## config.mk

```make
export PLATFORM = sky130hd
export DESIGN_NAME = payload_blocklist_packet_filter
export DESIGN_NICKNAME = d
export VERILOG_FILES = /design/src/hw/rtl/pbpf_pkg.sv /design/src/hw/rtl/pbpf_matcher.sv /design/src/hw/rtl/payload_blocklist_packet_filter.sv
export VERILOG_INCLUDE_DIRS = /design/src /design/src/hw/rtl
export SDC_FILE = /design/constraint.sdc
export NUM_CORES = 1
export LEC_CHECK = 0
export ABC_AREA = 1
export BUFFER_PORTS_ARGS = -buffer_cell sky130_fd_sc_hd__buf_2
export CAP_MARGIN = 20
export CORE_UTILIZATION = 35
export DETAILED_ROUTE_END_ITERATION = 16
export SETUP_SLACK_MARGIN = 0.15
export SLEW_MARGIN = 20
export SYNTH_ARGS = -nofsm -noshare
export SYNTH_HDL_FRONTEND = slang
export SYNTH_HIERARCHICAL = 1
export SYNTH_SLANG_ARGS = --single-unit
```

## constraint.sdc

```tcl
create_clock -name clk -period 10.2 [get_ports clk]
set_input_delay 1.53 -clock clk [delete_from_list [all_inputs] [get_ports clk]]
set_output_delay 1.53 -clock clk [all_outputs]
set_load 0.03 [all_outputs]
```

## src/hw/rtl/assert_macros.svh

```systemverilog
// Assertion macros for the RTL, included by the packet filter top.
`ifndef ASSERT_MACROS_SVH
`define ASSERT_MACROS_SVH
`ifndef ASSERT_OFF
`define ASSERT_IMPLY(lbl, clk, rst, ante, cons) \
  lbl: assert property (@(posedge clk) disable iff (rst) (ante) |-> (cons)) \
    else $error("assertion failed");
`define ASSERT_NEXT(lbl, clk, rst, ante, cons) \
  lbl: assert property (@(posedge clk) disable iff (rst) (ante) |=> (cons)) \
    else $error("assertion failed");
`else
`define ASSERT_IMPLY(lbl, clk, rst, ante, cons)
`define ASSERT_NEXT(lbl, clk, rst, ante, cons)
`endif
`endif

```

## src/hw/rtl/pbpf_pkg.sv

```systemverilog
// Types and constants of the payload blocklist packet filter.
`default_nettype none
package pbpf_pkg;

  localparam int NUM_PATTERNS = 5;
  localparam int PAT_MAX      = 20;
  localparam int CNT_W        = 5;
  localparam int IDX_W        = 3;
  localparam int CFG_IDX_W    = 1;
  localparam int CFG_DATA_W   = 32;

  localparam logic [CFG_IDX_W-1:0] CFG_BLOCKED_DNS_ADDR = 1'd0;
  localparam logic [CFG_IDX_W-1:0] CFG_DNS_BLOCK_ENABLE = 1'd1;

  localparam logic [31:0] DNS_RESET_ADDR = 32'h0808_0808;

  typedef enum logic [1:0] {
    REASON_NONE    = 2'd0,
    REASON_EMPTY   = 2'd1,
    REASON_PATTERN = 2'd2,
    REASON_DST     = 2'd3
  } reason_t;

  localparam int PAT_LEN [NUM_PATTERNS] = '{20, 19, 15, 13, 7};

  localparam logic [7:0] PAT_BYTES [NUM_PATTERNS][PAT_MAX] = '{
    '{8'h67, 8'h6f, 8'h6f, 8'h67, 8'h6c, 8'h65, 8'h2d, 8'h61, 8'h6e, 8'h61,
      8'h6c, 8'h79, 8'h74, 8'h69, 8'h63, 8'h73, 8'h2e, 8'h63, 8'h6f, 8'h6d},
    '{8'h74, 8'h65, 8'h6c, 8'h65, 8'h6d, 8'h65, 8'h74, 8'h72, 8'h79, 8'h2e,
      8'h6d, 8'h69, 8'h63, 8'h72, 8'h6f, 8'h73, 8'h6f, 8'h66, 8'h74, 8'h00},
    '{8'h64, 8'h6f, 8'h75, 8'h62, 8'h6c, 8'h65, 8'h63, 8'h6c, 8'h69, 8'h63,
      8'h6b, 8'h2e, 8'h6e, 8'h65, 8'h74, 8'h00, 8'h00, 8'h00, 8'h00, 8'h00},
    '{8'h61, 8'h6d, 8'h61, 8'h7a, 8'h6f, 8'h6e, 8'h61, 8'h77, 8'h73, 8'h2e,
      8'h63, 8'h6f, 8'h6d, 8'h00, 8'h00, 8'h00, 8'h00, 8'h00, 8'h00, 8'h00},
    '{8'h6d, 8'h65, 8'h74, 8'h72, 8'h69, 8'h63, 8'h73, 8'h00, 8'h00, 8'h00,
      8'h00, 8'h00, 8'h00, 8'h00, 8'h00, 8'h00, 8'h00, 8'h00, 8'h00, 8'h00}
  };

endpackage
`default_nettype wire

```

## src/hw/rtl/pbpf_matcher.sv

```systemverilog
// Parallel compare of the byte window against the fixed patterns.
`default_nettype none
module pbpf_matcher
  import pbpf_pkg::*;
(
  input  wire logic [PAT_MAX-2:0][7:0]  window,
  input  wire logic [7:0]               cur_byte,
  input  wire logic [CNT_W-1:0]         count,
  output logic      [NUM_PATTERNS-1:0]  hit
);

  for (genvar p = 0; p < NUM_PATTERNS; p++) begin : g_pat
    logic [PAT_MAX-2:0] eq;
    logic               long_enough;

    // Window entry 0 is the byte just before the current one.
    for (genvar i = 0; i < PAT_MAX - 1; i++) begin : g_tap
      if (i < PAT_LEN[p] - 1) begin : g_cmp
        assign eq[i] = (window[i] == PAT_BYTES[p][PAT_LEN[p] - 2 - i]);
      end else begin : g_dc
        assign eq[i] = 1'b1;
      end
    end

    assign long_enough = (int'(count) >= PAT_LEN[p] - 1);
    assign hit[p] = long_enough && (&eq) && (cur_byte == PAT_BYTES[p][PAT_LEN[p] - 1]);
  end

endmodule
`default_nettype wire

```

## src/hw/rtl/payload_blocklist_packet_filter.sv

```systemverilog
// A verdict word is registered in the output entry, or in the skid entry while the output entry is held.
// Throughput: one payload word per cycle while in_ready is high; the pattern compares are all combinational.
// A second result register lets input words keep flowing while one verdict waits;
// the input stalls only while two verdicts are held.
// Synchronous active-high reset clears the packet count, the hit flags and both result
// valids and loads the configuration registers; the byte window is not reset.
`default_nettype none
`include "assert_macros.svh"
module payload_blocklist_packet_filter
  import pbpf_pkg::*;
#(
  parameter int WINDOW_DEPTH = 19
) (
  input  wire logic                  clk,
  input  wire logic                  rst,
  input  wire logic                  cfg_we,
  input  wire logic [CFG_IDX_W-1:0]  cfg_index,
  input  wire logic [CFG_DATA_W-1:0] cfg_wdata,
  input  wire logic                  in_valid,
  output logic                       in_ready,
  input  wire logic [7:0]            data_byte,
  input  wire logic                  has_byte,
  input  wire logic                  first_of_packet,
  input  wire logic                  last_of_packet,
  input  wire logic [31:0]           dst_addr,
  output logic                       out_valid,
  input  wire logic                  out_ready,
  output logic                       verdict,
  output logic [1:0]                 drop_reason,
  output logic [IDX_W-1:0]           pattern_index
);

  logic [31:0]                    blocked_dns_addr;
  logic                           dns_block_enable;
  logic [WINDOW_DEPTH-1:0][7:0]   window;
  logic [CNT_W-1:0]               bytes_seen;
  logic [NUM_PATTERNS-1:0]        hits;

  logic                           accept;
  logic                           out_pop;
  logic                           res_push;
  logic [CNT_W-1:0]               base_cnt;
  logic [NUM_PATTERNS-1:0]        base_hits;
  logic [NUM_PATTERNS-1:0]        new_hits;
  logic [CNT_W-1:0]               bytes_seen_next;
  logic [NUM_PATTERNS-1:0]        hits_next;
  logic                           verdict_next;
  reason_t                        reason_next;
  logic [IDX_W-1:0]               index_next;

  logic                           skid_valid;
  logic                           skid_verdict;
  reason_t                        skid_reason;
  logic [IDX_W-1:0]               skid_index;

  assign in_ready = !skid_valid;
  assign accept   = in_valid && in_ready;
  assign out_pop  = out_valid && out_ready;
  assign res_push = accept && last_of_packet;

  always_ff @(posedge clk) begin
    if (rst) begin
      blocked_dns_addr <= DNS_RESET_ADDR;
      dns_block_enable <= 1'b1;
    end else if (cfg_we) begin
      case (cfg_index)
        CFG_BLOCKED_DNS_ADDR: blocked_dns_addr <= cfg_wdata;
        CFG_DNS_BLOCK_ENABLE: dns_block_enable <= cfg_wdata[0];
        default: ;
      endcase
    end
  end

  // A first mark starts the packet from an empty count and no hits.
  assign base_cnt  = first_of_packet ? '0 : bytes_seen;
  assign base_hits = first_of_packet ? '0 : hits;

  pbpf_matcher u_matcher (
    .window   (window[PAT_MAX-2:0]),
    .cur_byte (data_byte),
    .count    (base_cnt),
    .hit      (new_hits)
  );

  always_comb begin
    bytes_seen_next = base_cnt;
    hits_next       = base_hits;
    if (has_byte) begin
      hits_next = base_hits | new_hits;
      if (base_cnt != {CNT_W{1'b1}}) begin
        bytes_seen_next = base_cnt + CNT_W'(1);
      end
    end
  end

  always_comb begin
    index_next = '0;
    for (int p = NUM_PATTERNS - 1; p >= 0; p--) begin
      if (hits_next[p]) begin
        index_next = IDX_W'(p);
      end
    end
    verdict_next = 1'b0;
    if (bytes_seen_next == '0) begin
      reason_next = REASON_EMPTY;
      index_next  = '0;
    end else if (|hits_next) begin
      reason_next = REASON_PATTERN;
    end else if (dns_block_enable && (dst_addr == blocked_dns_addr)) begin
      reason_next = REASON_DST;
    end else begin
      reason_next  = REASON_NONE;
      verdict_next = 1'b1;
    end
  end

  always_ff @(posedge clk) begin
    if (accept && has_byte) begin
      window <= {window[WINDOW_DEPTH-2:0], data_byte};
    end
  end

  // A verdict ends the packet, so the next word starts a fresh one.
  always_ff @(posedge clk) begin
    if (rst) begin
      bytes_seen <= '0;
      hits       <= '0;
    end else if (accept) begin
      if (last_of_packet) begin
        bytes_seen <= '0;
        hits       <= '0;
      end else begin
        bytes_seen <= bytes_seen_next;
        hits       <= hits_next;
      end
    end
  end

  // The skid entry is only filled while the output entry is held, and it moves
  // forward as soon as the output entry is taken.
  always_ff @(posedge clk) begin
    if (rst) begin
      out_valid  <= 1'b0;
      skid_valid <= 1'b0;
    end else if (skid_valid) begin
      if (out_pop) begin
        skid_valid <= 1'b0;
      end
    end else if (res_push) begin
      if (out_valid && !out_ready) begin
        skid_valid <= 1'b1;
      end else begin
        out_valid <= 1'b1;
      end
    end else if (out_pop) begin
      out_valid <= 1'b0;
    end
  end

  always_ff @(posedge clk) begin
    if (skid_valid) begin
      if (out_pop) begin
        verdict       <= skid_verdict;
        drop_reason   <= skid_reason;
        pattern_index <= skid_index;
      end
    end else if (res_push) begin
      if (out_valid && !out_ready) begin
        skid_verdict <= verdict_next;
        skid_reason  <= reason_next;
        skid_index   <= index_next;
      end else begin
        verdict       <= verdict_next;
        drop_reason   <= reason_next;
        pattern_index <= index_next;
      end
    end
  end

  `ASSERT_IMPLY(a_allow_clean, clk, rst, out_valid && verdict, (drop_reason == REASON_NONE) && (pattern_index == '0))
  `ASSERT_IMPLY(a_drop_reason, clk, rst, out_valid && !verdict, drop_reason != REASON_NONE)
  `ASSERT_NEXT(a_last_gives_word, clk, rst, accept && last_of_packet, out_valid)
  `ASSERT_NEXT(a_last_clears, clk, rst, accept && last_of_packet, (bytes_seen == '0) && (hits == '0))
  `ASSERT_IMPLY(a_skid_behind_out, clk, rst, skid_valid, out_valid)

endmodule
`default_nettype wire

```

Word level (Yosys, flattened, before mapping)
Cells that the tools add are included.
{"block": "word_totals", "word_cells": 178, "inputBits": 81, "regBits": 209, "out_inout_bits": 8}
{"block": "classes", "eq_ne": 68, "mux": 38, "bitwise_logic": 3, "n_lt_le_gt_ge": 5, "reduce_logical": 32, "add_sub_neg": 1}
{"op": "$eq A8 B7 Y1 const B", "n": 60}
{"op": "$mux W5", "n": 7}
{"op": "$eq A32 B32 Y1", "n": 1}
{"op": "$mux W3", "n": 10}
{"op": "$eq A8 B6 Y1 const B", "n": 3}
{"op": "$reduce_and A19 Y1", "n": 1}
{"op": "$reduce_and A18 Y1", "n": 1}
{"op": "$logic_and A1 B1 Y1", "n": 16}
{"op": "$mux W1", "n": 14}
{"op": "$mux W2", "n": 7}
{"op": "$reduce_and A14 Y1", "n": 1}
{"op": "$reduce_and A12 Y1", "n": 1}
{"op": "$ge A5 B4 Y1 const B", "n": 2}
{"op": "$ge A5 B5 Y1 const B", "n": 2}
{"op": "$reduce_and A3 Y1", "n": 3}
{"op": "$ne A2 B2 Y1 const B", "n": 3}
{"op": "$reduce_and A6 Y1", "n": 1}
{"op": "$add A5 B1 Y5 const B", "n": 1}
{"op": "$ge A5 B3 Y1 const B", "n": 1}
{"op": "$logic_not A5 Y1", "n": 1}
{"op": "$ne A5 B5 Y1 const B", "n": 1}
{"op": "$or A5 B5 Y5", "n": 1}
{"op": "$reduce_or A5 Y1", "n": 1}
{"op": "$reduce_and A2 Y1", "n": 2}
{"op": "3 further kinds", "n": 6}

Longest topological paths before layout
{"block": "logic_depth", "depth_word": 15, "mapped_depth": 19, "mapped_depth_nobuf": 18}

By module
The synthesis kept the hierarchy.
{"mod": "payload_blocklist_packet_filter", "area_per_inst_um2": 7668.6, "seq_area_each_um2": 5825.6, "cells_each": 606, "instances": 1}
{"mod": "pbpf_matcher", "area_per_inst_um2": 1515.2, "seq_area_each_um2": 0.0, "cells_each": 363, "instances": 1}

Least setup slack after synthesis
OpenSTA, ideal clock, no wires.
{"block": "synth_path", "kind": "input-to-reg", "start": "input port in_valid", "end": "register window[0] (netlist name) (enable)", "stages": 3, "t_required_ps": 9534, "setup_slack_ps": 1382, "t_arrival_ps": 8152, "setup_ps": 666, "path_buffers": 1, "path_cell_list": "nand2_1 > clkbuf_1 > nor2_1"}
{"block": "synth_via", "elab_chain_cells": 2}
{"item": "start, declared", "line": "payload_blocklist_packet_filter.sv:19", "source": "input wire logic in_valid,"}
{"item": "$logic_and A1 B1 Y1", "line": "payload_blocklist_packet_filter.sv:57", "source": "assign accept = in_valid && in_ready;"}
{"item": "$logic_and A1 B1 Y1", "line": "payload_blocklist_packet_filter.sv:118", "source": "if (accept && has_byte) begin"}
{"item": "end signal, assigned", "line": "payload_blocklist_packet_filter.sv:119", "source": "window <= {window[WINDOW_DEPTH-2:0], data_byte};"}
{"item": "end, declared", "line": "payload_blocklist_packet_filter.sv:35", "source": "logic [WINDOW_DEPTH-1:0][7:0] window;"}
No other way between the ends.
A chain may end at the register's enable or synchronous reset.

Worst setup path after layout
{"block": "layout_path", "start": "input port in_valid", "end": "register window[81] (netlist name) (enable)"}
The elaborated chain is that of the path after synthesis.

==> results.sh <==
export IMPL_tightest_slew_ps=951
export IMPL_min_path_type="flop to flop"
export IMPL_cts_tree="yes"
export IMPL_synth_cells=969
export IMPL_drt_wl_total_um=19500
export IMPL_yosysSeqAreaShare_pct=63.4
export IMPL_ctsHtreeMaxLevel=1
export IMPL_post_route_period_util_pct=33.6
export IMPL_yosys_top_cells_count="nand2_1 (226), edfxtp_1 (164), inv_1 (152)"
export IMPL_finClkSkew_ps=24.4
export IMPL_viasPerCell=4.62
export IMPL_hold_path_end="window[103]"
export IMPL_yosysMostFrequentCell="nand2_1"
export IMPL_cts_hold_buf=0
export IMPL_vias=6546
export IMPL_worstReg2RegStart="skid_valid"
export IMPL_regArea_um2=5830
export IMPL_layout_nets=1152
export IMPL_finalSetupViolCount=0
export IMPL_grt_pass1_vias=6257
export IMPL_die_area_um2=26900
export IMPL_cts_resized=0
export IMPL_drive_gt1_share_pct=15.0
export IMPL_die_x_um=164
export IMPL_n_fill_cell=2489
export IMPL_dp_hpwl_um=14300
export IMPL_hold_viol=0
export IMPL_cts_buffer_depth=3
export IMPL_antenna_found_initial=0
export IMPL_clkLatencyLatePin_ps=520
export IMPL_worstHoldStart="window[95]"
export IMPL_synth_flop_cell="edfxtp_1"
export IMPL_synth_warnings=6
export IMPL_synth_top_area_share_pct=53.6
export IMPL_reg2reg_depth=6
export IMPL_r2r_slack_ps=7270
export IMPL_relSlewSlack_pct=36.1
export IMPL_synth_avg_cell_area_um2=9.48
export IMPL_critPathArrivalTime_ps=3610
export IMPL_end_kind="flop"
export IMPL_drc_errors=0
export IMPL_period_minus_slack_ps=3420
export IMPL_cts_setup_buffers=0
export IMPL_synth_edff_count=164
export IMPL_ant_nets=0
export IMPL_utilization_pct=42.4
export IMPL_first_pass_iters=5
export IMPL_wl_per_cell_um=13.8
export IMPL_ys_seq_elements=209
export IMPL_synthToLayoutAreaGrowth_pct=17.5
export IMPL_ir_drop_mv=0.110
export IMPL_pwr_density_cell_nw_per_um2=178
export IMPL_core_area_um2=25500
export IMPL_synth_cell_type_count=40
export IMPL_drt_iter0_markers=395
export IMPL_grt_max_degree=89
export IMPL_die_y_um=164
export IMPL_initial_utilization_pct=36.1
export IMPL_path_class="input port to flop"
export IMPL_root_buffer="clkbuf_16"
export IMPL_tns_ps=0
export IMPL_io_pins=89
export IMPL_grtUsageTotal_pct=14.9
export IMPL_grt_overflow=0
export IMPL_critPathMaxFanout=65
export IMPL_cts_sinks=209
export IMPL_grt_pass1_wl_um=31400
export IMPL_worstPathRequired_ps=10390
export IMPL_ys_top_cells_by_area="edfxtp_1 (54%), dfxtp_1 (9.8%), nand2_1 (9.2%)"
export IMPL_outcome="finished, final reports clean"
export IMPL_tritoncts_num_buffers=22
export IMPL_fmax_mhz=292
export IMPL_async_reset_ff_share_pct=0
export IMPL_cap_violations=0
export IMPL_num_rows=58
export IMPL_insertedDiodeCount=0
export IMPL_synth_nets=1050
export IMPL_r2r_end="window[81]"
export IMPL_rsz0062_at_grt="no"
export IMPL_leakagePower_uw=0.00437
export IMPL_drv_slew=0
export IMPL_gp_congestion=0.861
export IMPL_clk_pin_slew_worst_paths_ps=60
export IMPL_cp_start_kind="input port"
export IMPL_yosys_area_top_type="edfxtp_1"
export IMPL_netlist_area_um2=9180
export IMPL_hold_depth=0
export IMPL_portBuffers=88
export IMPL_multi_input_area_um2=2700
-- critical path, stage by stage --
cell	delay, ps
buf_2	100
nand2_1	310
nor2_4	160
buf_4	650
buf_4	460
buf_16	320
-- metal layers --
metal	GRT usage (%)	wire, µm
met4	4.34	338
met3	2.45	1070
met2	24.9	9270
met1	19.9	8850
met5	0	0
-- registers in the layout, indices dropped and copies added (netlist names) --
name	cells
window	152
blocked_dns_addr	32
bytes_seen	5
hits	5
pattern_index	3
skid_index	3
drop_reason	2
skid_reason	2
dns_block_enable	1
out_valid	1
skid_valid	1
skid_verdict	1
verdict	1
-- how the worst max path moves through the flow --
stage,start,to,cells after the start
6_report,in_valid,window[81],6
5_1_grt,in_valid,window[88],6
4_1_cts,in_valid,window[119],5
3_5_place_dp,in_valid,window[124],5
3_3_place_gp,in_valid,window[124],5
2_1_floorplan,in_valid,window[0],3
-- placed cells by master (no fill, tap or decap), types with 2 or more instances in the layout --
| cell type | n |
|---|---|
| nand4_1 | 26 |
| clkbuf_16 | 22 |
| nand3_1 | 40 |
| inv_1 | 152 |
| nand3b_1 | 3 |
| clkinv_2 | 2 |
| o211ai_1 | 5 |
| clkbuf_1 | 6 |
| xor2_1 | 3 |
| edfxtp_1 | 164 |
| nand2_4 | 4 |
| nand3_2 | 3 |
| nor3_1 | 19 |
| nor2_4 | 5 |
| nor2_1 | 148 |
| o21ai_1 | 3 |
| nor2_2 | 9 |
| inv_2 | 3 |
| buf_4 | 3 |
| a21oi_1 | 31 |
| nand2_1 | 226 |
| o21ai_0 | 39 |
| buf_2 | 88 |
| nand2_2 | 6 |
| nor3_2 | 2 |
| dfxtp_1 | 45 |
| a21oi_2 | 2 |
| bufinv_16 | 4 |
| xnor2_1 | 4 |
-- kinds of logic after synthesis --
| kind of cell | count (synthesis) | synth area share [%] |
|---|---|---|
| AND/OR/NAND/NOR | 498 | 23.7 |
| flip-flops | 209 | 63.4 |
| buffers and inverters | 171 | 7.23 |
| AO/OA/AOI/OAI | 84 | 4.95 |
| XOR/XNOR | 7 | 0.668 |
-- report_power, final --
group | total [µW] | internal [µW] | switching (µW)
clock network | 840 | 511 | 329
registers | 979 | 957 | 22.4
logic | 105 | 36.9 | 68.5
total | 1920 | 1500 | 420
-- final cells by class --
type / count / share of cell area (%)
Inverter: 157 / 5.53
Timing Repair Buffer: 92 / 4.54
Tap cell: 330 / 3.83
Clock buffer: 29 / 5.44
Sequential cell: 209 / 54.0
Multi-Input combinational cell: 589 / 25.0
Clock inverter: 11 / 1.65
-- per-stage QoR --
| stage | area [µm²] | hold slack [ps] | total power [µW] | instances | setup slack (ps) |
|---|---|---|---|---|---|
| 6_report | 10800 | 449 | 1920 | 1417 | 6780 |
| 3_3_place_gp | 10000 | 429 | 1100 | 1376 | 6020 |
| 2_1_floorplan | 9180 | 426 | 1060 | 969 | 1380 |
| 4_1_cts | 10800 | 449 | 1940 | 1416 | 6540 |
| 5_1_grt | 10800 | 453 | 2000 | 1417 | 6630 |
| 3_5_place_dp | 10000 | 434 | 1100 | 1376 | 6000 |
No activity file was read; power rests on OpenSTA's default activity.
